<file path="src/rtl/odo_pkg.sv">
// shared types, constants and tables for the wheel odometry block
// no dependencies; used by every other file of the block
`default_nettype none

package odo_pkg;

    // field widths
    localparam int unsigned CNT_IN_W   = 16;
    localparam int unsigned TIME_W     = 20;
    localparam int unsigned CFG_W      = 32;
    localparam int unsigned CFG_IDX_W  = 2;
    localparam int unsigned THR_W      = 15;
    localparam int unsigned SPAN_W     = 16;
    localparam int unsigned OUT_W      = 32;

    // internal widths
    localparam int unsigned PROD_W     = 50;   // (dL +/- dR) * per-count factor
    localparam int unsigned VEC_W      = 44;   // cordic vector components
    localparam int unsigned ZW         = 34;   // cordic residual angle
    localparam int unsigned ACC_W      = 48;
    localparam int unsigned SPD_W      = 64;   // scaled speed numerators
    localparam int unsigned QUO_W      = 56;   // division shift register
    localparam int unsigned SEQ_W      = 6;    // sequencer step counter

    // cordic defaults and scale
    localparam int unsigned CORDIC_STEPS_DEF = 24;
    localparam logic [24:0] KINV_Q24   = 25'd10188014;

    // speed scale factors
    localparam logic [13:0] LIN_MUL    = 14'd15625;
    localparam logic [14:0] ANG_MUL    = 15'd24544;

    // register reset values
    localparam logic [31:0] MPC_RST    = 32'd407201;
    localparam logic [31:0] TPC_RST    = 32'd181028;
    localparam logic [14:0] THR_RST    = 15'd5000;
    localparam logic [15:0] SPAN_RST   = 16'd5600;

    // register indexes
    typedef enum logic [CFG_IDX_W-1:0] {
        CFG_MPC  = 2'd0,
        CFG_TPC  = 2'd1,
        CFG_THR  = 2'd2,
        CFG_SPAN = 2'd3
    } t_cfg_idx;

    // sequencer commands to the datapath
    typedef struct packed {
        logic             load_in;
        logic             delta;
        logic             mul;
        logic             ldv;
        logic             scale;
        logic             iter;
        logic             acc;
        logic             muls;
        logic             dinit;
        logic             div;
        logic             dend;
        logic             done;
        logic             pass;
        logic [SEQ_W-1:0] cnt;
    } t_cmd;

    // datapath status back to the sequencer
    typedef struct packed {
        logic out_free;
    } t_status;

    // arctangent table, 2^32 = one full turn
    function automatic logic [31:0] atan_turn(input logic [4:0] idx);
        logic [31:0] v;
        case (idx)
            5'd0:    v = 32'h20000000;
            5'd1:    v = 32'h12E4051E;
            5'd2:    v = 32'h09FB385B;
            5'd3:    v = 32'h051111D4;
            5'd4:    v = 32'h028B0D43;
            5'd5:    v = 32'h0145D7E1;
            5'd6:    v = 32'h00A2F61E;
            5'd7:    v = 32'h00517C55;
            5'd8:    v = 32'h0028BE53;
            5'd9:    v = 32'h00145F2F;
            5'd10:   v = 32'h000A2F98;
            5'd11:   v = 32'h000517CC;
            5'd12:   v = 32'h00028BE6;
            5'd13:   v = 32'h000145F3;
            5'd14:   v = 32'h0000A2FA;
            5'd15:   v = 32'h0000517D;
            5'd16:   v = 32'h000028BE;
            5'd17:   v = 32'h0000145F;
            5'd18:   v = 32'h00000A30;
            5'd19:   v = 32'h00000518;
            5'd20:   v = 32'h0000028C;
            5'd21:   v = 32'h00000146;
            5'd22:   v = 32'h000000A3;
            5'd23:   v = 32'h00000051;
            5'd24:   v = 32'h00000029;
            5'd25:   v = 32'h00000014;
            5'd26:   v = 32'h0000000A;
            5'd27:   v = 32'h00000005;
            5'd28:   v = 32'h00000003;
            5'd29:   v = 32'h00000001;
            5'd30:   v = 32'h00000001;
            default: v = 32'h00000000;
        endcase
        return v;
    endfunction

endpackage

`default_nettype wire

</file>
<file path="src/rtl/odo_ctrl.sv">
// sequencer for the odometry datapath: one sample at a time through all steps
// depends on odo_pkg for command and status types
`default_nettype none

module odo_ctrl #(
    parameter int unsigned CORDIC_STEPS = odo_pkg::CORDIC_STEPS_DEF
) (
    input  wire logic            i_clk,
    input  wire logic            i_rst_n,
    input  wire logic            i_in_valid,
    output logic                 o_in_ready,
    input  odo_pkg::t_status     i_status,
    output odo_pkg::t_cmd        o_cmd
);

    typedef enum logic [11:0] {
        S_IDLE  = 12'b000000000001,
        S_DELTA = 12'b000000000010,
        S_MUL   = 12'b000000000100,
        S_LDV   = 12'b000000001000,
        S_SCALE = 12'b000000010000,
        S_ITER  = 12'b000000100000,
        S_ACC   = 12'b000001000000,
        S_MULS  = 12'b000010000000,
        S_DINIT = 12'b000100000000,
        S_DIV   = 12'b001000000000,
        S_DEND  = 12'b010000000000,
        S_DONE  = 12'b100000000000
    } t_state;

    localparam logic [odo_pkg::SEQ_W-1:0] ITER_LAST = odo_pkg::SEQ_W'(CORDIC_STEPS - 1);
    localparam logic [odo_pkg::SEQ_W-1:0] DIV_LAST  = odo_pkg::SEQ_W'(odo_pkg::QUO_W - 1);

    t_state                   r_state, n_state;
    logic                     r_pass, n_pass;
    logic [odo_pkg::SEQ_W-1:0] r_cnt, n_cnt;

    // next state
    always_comb begin
        n_state = r_state;
        n_pass  = r_pass;
        n_cnt   = r_cnt;
        case (r_state)
            S_IDLE: begin
                if (i_in_valid) begin
                    n_state = S_DELTA;
                end
            end
            S_DELTA: n_state = S_MUL;
            S_MUL:   n_state = S_LDV;
            S_LDV: begin
                n_pass  = 1'b0;
                n_state = S_SCALE;
            end
            S_SCALE: begin
                n_cnt   = '0;
                n_state = S_ITER;
            end
            S_ITER: begin
                n_cnt = r_cnt + 1'b1;
                if (r_cnt == ITER_LAST) begin
                    if (r_pass) begin
                        n_state = S_ACC;
                    end else begin
                        n_pass  = 1'b1;
                        n_state = S_SCALE;
                    end
                end
            end
            S_ACC:  n_state = S_MULS;
            S_MULS: begin
                n_pass  = 1'b0;
                n_state = S_DINIT;
            end
            S_DINIT: begin
                n_cnt   = '0;
                n_state = S_DIV;
            end
            S_DIV: begin
                n_cnt = r_cnt + 1'b1;
                if (r_cnt == DIV_LAST) begin
                    n_state = S_DEND;
                end
            end
            S_DEND: begin
                if (r_pass) begin
                    n_state = S_DONE;
                end else begin
                    n_pass  = 1'b1;
                    n_state = S_DINIT;
                end
            end
            S_DONE: begin
                if (i_status.out_free) begin
                    n_state = S_IDLE;
                end
            end
            default: n_state = S_IDLE;
        endcase
    end

    // state registers
    always_ff @(posedge i_clk) begin
        if (!i_rst_n) begin
            r_state <= S_IDLE;
            r_pass  <= 1'b0;
            r_cnt   <= '0;
        end else begin
            r_state <= n_state;
            r_pass  <= n_pass;
            r_cnt   <= n_cnt;
        end
    end

    // commands
    assign o_in_ready    = (r_state == S_IDLE);
    assign o_cmd.load_in = (r_state == S_IDLE) && i_in_valid;
    assign o_cmd.delta   = (r_state == S_DELTA);
    assign o_cmd.mul     = (r_state == S_MUL);
    assign o_cmd.ldv     = (r_state == S_LDV);
    assign o_cmd.scale   = (r_state == S_SCALE);
    assign o_cmd.iter    = (r_state == S_ITER);
    assign o_cmd.acc     = (r_state == S_ACC);
    assign o_cmd.muls    = (r_state == S_MULS);
    assign o_cmd.dinit   = (r_state == S_DINIT);
    assign o_cmd.div     = (r_state == S_DIV);
    assign o_cmd.dend    = (r_state == S_DEND);
    assign o_cmd.done    = (r_state == S_DONE) && i_status.out_free;
    assign o_cmd.pass    = r_pass;
    assign o_cmd.cnt     = r_cnt;

endmodule

`default_nettype wire

</file>
<file path="config.mk">
export PLATFORM = sky130hd
export DESIGN_NAME = odo_ctrl
export DESIGN_NICKNAME = d
export VERILOG_FILES = /design/src/rtl/odo_pkg.sv /design/src/rtl/odo_ctrl.sv
export SDC_FILE = /design/constraint.sdc
export NUM_CORES = 1
export LEC_CHECK = 0
export BUFFER_PORTS_ARGS = -buffer_cell sky130_fd_sc_hd__buf_2
export CELL_PAD_IN_SITES_DETAIL_PLACEMENT = 0
export CELL_PAD_IN_SITES_GLOBAL_PLACEMENT = 1
export CORE_MARGIN = 4
export CORE_UTILIZATION = 41
export DETAILED_ROUTE_END_ITERATION = 16
export HOLD_SLACK_MARGIN = 0.02
export PLACE_DENSITY_LB_ADDON = 0.08
export SYNTH_ARGS = -nofsm -noshare
export SYNTH_HDL_FRONTEND = slang
export SYNTH_SLANG_ARGS = --single-unit
</file>
<file path="constraint.sdc">
create_clock -name i_clk -period 4 [get_ports i_clk]
set_clock_uncertainty 0.2 [all_clocks]
set_input_delay 1 -clock i_clk [delete_from_list [all_inputs] [get_ports i_clk]]
set_output_delay 1 -clock i_clk [all_outputs]
set_load 0.05 [all_outputs]
</file>
# Yosys cells after proc, flatten, opt, wreduce, memory -nomap -nowiden
# Index checks and enable logic that the tools add are counted.
[classes] add_sub_neg=1 n_eq_ne=18 n_mux=10 n_reduce_logical=9
[ops] op="$pmux 12 s12" n=1
[ops] op="$mux 12" n=5
[ops] op="$eq 12x1->1 const B" n=1
[ops] op="$eq 12x10->1 const B" n=1
[ops] op="$eq 12x11->1 const B" n=1
[ops] op="$eq 12x12->1 const B" n=1
[ops] op="$eq 12x2->1 const B" n=1
[ops] op="$eq 12x3->1 const B" n=1
[ops] op="$eq 12x4->1 const B" n=1
[ops] op="$eq 12x5->1 const B" n=1
[ops] op="$eq 12x6->1 const B" n=1
[ops] op="$eq 12x7->1 const B" n=1
[ops] op="$eq 12x8->1 const B" n=1
[ops] op="$eq 12x9->1 const B" n=1
[ops] op="$pmux 6 s2" n=1
[ops] op="$mux 7" n=1
[ops] op="$add 6x1->6 const B" n=1
[ops] op="$eq 6x5->1 const B" n=1
[ops] op="$eq 6x6->1 const B" n=1
[ops] op="$reduce_or 2->1" n=3
[ops] op="$ne 2x1->1 const B" n=2
[ops] op="$ne 2x2->1 const B" n=2
[ops] op="$reduce_and 4->1" n=1
[ops] op="$pmux 1 s3" n=1
[ops] op="5 further kinds" n=6
[word_totals] register_bits=19 input_bits=4

# Logic depth before layout (Yosys ltp)
[logic_depth] ltp_word=4 mapped_depth=7

# Worst setup path before layout
# No wires, ideal clock.
[synth_path] path_kind="reg-to-output" startpoint="register r_state[0]" endpoint="output o_cmd[11] in the netlist's numbering" arrival_time_ns=2.691 path_slack_ns=0.109 stages_incl_launch_ff=4 cell_sequence="dfxtp_1 or4_1 clkbuf_1 nor4_1"
[synth_rtl] element="start: declaration" line_no="odo_ctrl.sv:34" source="t_state r_state, n_state;"
[synth_rtl] element="start signal: assignment" line_no="odo_ctrl.sv:109" source="r_state <= n_state;"
[synth_rtl] element="end: declaration" line_no="odo_ctrl.sv:13" source="output odo_pkg::t_cmd o_cmd"

==> results_dict.tcl <==
set metrics [dict create \
    status "completed" \
    hold_viol_final 0 \
    clockPowerShare_pct 24.4 \
    intPower_uw 272 \
    via_count 1074 \
    path_cells "or4_1 > or4_4 > inv_1 > buf_2" \
    path_clk_slew_ns 0.12 \
    wl_per_cell_um 15.2 \
    port_buffers 23 \
    cts_tree "built" \
    p_leak_uw 0.000538 \
    ys_top_cells_by_area "dfxtp_1 35%, nor2_1 7.2%, a21oi_1 4.5%, nor4_1 4.0%, or4b_2 3.6%" \
    cts_hold_buf 0 \
    synth_nets 143 \
    switching_share_pct 35.3 \
    clock-root-buffer "clkbuf_4" \
    overflow 0 \
    synth_enable_flop_cells 0 \
    power.total_uw 420 \
    die_area_um2 3580 \
    max-slew-margin-rel_pct 39.2 \
    area_growth_pct 13.9 \
    rows 18 \
    ys.flop_type "dfxtp_1" \
    wl_um 2880 \
    dr.pass1.iters 4 \
    syn_area_um2 1100 \
    hold_class "register to register" \
    startpoint_type "register" \
    synth.most_common_cell "nor2_1" \
    setup_viol 0 \
    fin_nets 166 \
    vias_per_cell 5.65 \
    p_per_area_nw_per_um2 335 \
    p_seq_share_pct 48.7 \
    crit_required_ns 2.80 \
    insertion_delay_ns 0.30 \
    crit_family "simple AND/OR/NAND/NOR gates" \
    htree_levels 1 \
    synth_seq_area_share_pct 34.5 \
    p_switching_uw 148 \
    post_cts_buffers 0 \
    crit_arrival_ns 2.23 \
    insertedDiodeCount 0 \
    die_h_um 59.8 \
    drive_gt1_share_pct 24.4 \
    io_pins 24 \
    slowest_stage "or4_1" \
    cts.sinks 19 \
    fin_util_pct 49.7 \
    critPathMaxFanout 7 \
    start_util_pct 43.7 \
    drt_iter0_drc 66 \
    hpwl_um 2220 \
    cap_violations 0 \
    crit_path_end_kind "primary output" \
    ys_warn_count 0 \
    synth_largest_area_cell "dfxtp_1" \
    yosys.area.top_type_share_pct 34.5 \
    cts_made_buffers 3 \
    die_x_um 59.8 \
    rsz0062_at_grt "false" \
    min_period_ns 3.43 \
    drcViolationCount 0 \
    track_usage_pct 17.5 \
    critPathKind "register to primary output" \
    ys_async_sr_fraction_pct 0 \
    tns_ns 0 \
    postSynthCellCount 138 \
    syn_avg_cell_area_um2 7.98 \
    path_buf_inv 2 \
    power.share.combinational_pct 26.9 \
    maxSlewViolCount 0 \
    core_area_um2 2520 \
    placed_cell_area_um2 1220 \
    grt_pass1_wl_um 4710 \
    max_freq_ghz 0.292 \
    grt_max_degree 13 \
    critPathMaxStageDelay_ns 0.67 \
    clock_path_buffers 2 \
    stdcell_area_um2 1250 \
    ys_types 41 \
    worstMarginPinSlew_ns 0.910 \
    peakVddDrop_uv 361 \
    antenna_found_initial 0 \
    period_share_pct 85.7 \
    gp_congestion 0.801 \
    synth.ff_latch_count 19 \
    ant_nets 0 \
    hold_ws_ns 0.309 \
    cts_resized 0 \
    grt_pass1_vias 974 \
    synthTopCellsByCount "21 x nor2_1, 19 x dfxtp_1, 10 x a21oi_1" \
]
-- flip-flops by register name (all words and copies together), names as in the netlist --
name,count
r_cnt,6
r_pass,1
r_state,12
-- cells by family after synthesis --
kind of cell             count (synthesis)  synth area share, %
AO/OA/AOI/OAI                           21                 11.9
XOR/XNOR                                 2                 1.59
adder cells (fa/ha/maj)                  1                 1.14
buffers and inverters                   14                 6.48
flip-flops                              19                 34.5
multiplexers                             1                0.909
AND/OR/NAND/NOR                         80                 43.4
-- power by group through the flow --
stage	combinational, uW	clock, uW	sequential (uW)
detailed placement	113	0	209
finish	113	103	205
floorplan	85.7	0	207
global route	120	118	207
global placement	111	0	208
CTS	113	105	205
-- worst paths after layout --
path / from / end / slack [ns] / cells after the start
min: r_pass$_SDFFE_PN0P_ / r_state[11]$_SDFFE_PN0P_ / 0.31 / 2
max reg2reg: r_state[0]$_SDFFE_PN1P_ / r_state[0]$_SDFFE_PN1P_ / 1.42 / 5
max: r_state[7]$_SDFFE_PN0P_ / o_cmd[16] / 0.57 / 4
min reg2reg: r_pass$_SDFFE_PN0P_ / r_state[11]$_SDFFE_PN0P_ / 0.31 / 2
-- through the flow --
step	std cells	setup slack [ns]
after detailed placement	186	0.902
after CTS	190	0.567
after global routing	190	0.389
final	190	0.573
after floorplan	138	0.109
after global placement	186	0.904
-- per-layer routing --
metal	part of all wire (%)	vias to the layer above	track usage, %
li1	-	545	-
met1	48	504	23.1
met2	48	23	28.4
met3	3.4	2	3.24
met4	0.59	0	5.70
met5	0	-	0
-- worst register-to-register path, stage by stage, from the launching register on --
cell     delay (ns)
dfxtp_1        0.37
or4_1          0.68
or4_1          0.60
nand4_1        0.16
a31oi_1        0.19
a211o_1        0.30
-- layout make-up --
type	instances	area, um^2
sequential	19	380
inverter	7	26.3
fill	256	1270
timing repair buffer	25	130
tap	30	37.5
multi-input combinational	105	649
clock buffer	3	22.5
clock inverter	1	7.51
-- cell usage in the layout (no fill, tap or decap), types with 4 or more instances in the layout --
cell	n
nand2_1	5
inv_1	5
nor2_1	21
nand3_1	4
dfxtp_1	19
a21oi_1	10
nor4_1	7
o21ai_1	5
nor3_1	4
nand2b_1	6
or4b_2	4
buf_2	23
No activity file was read; power rests on OpenSTA's default activity.
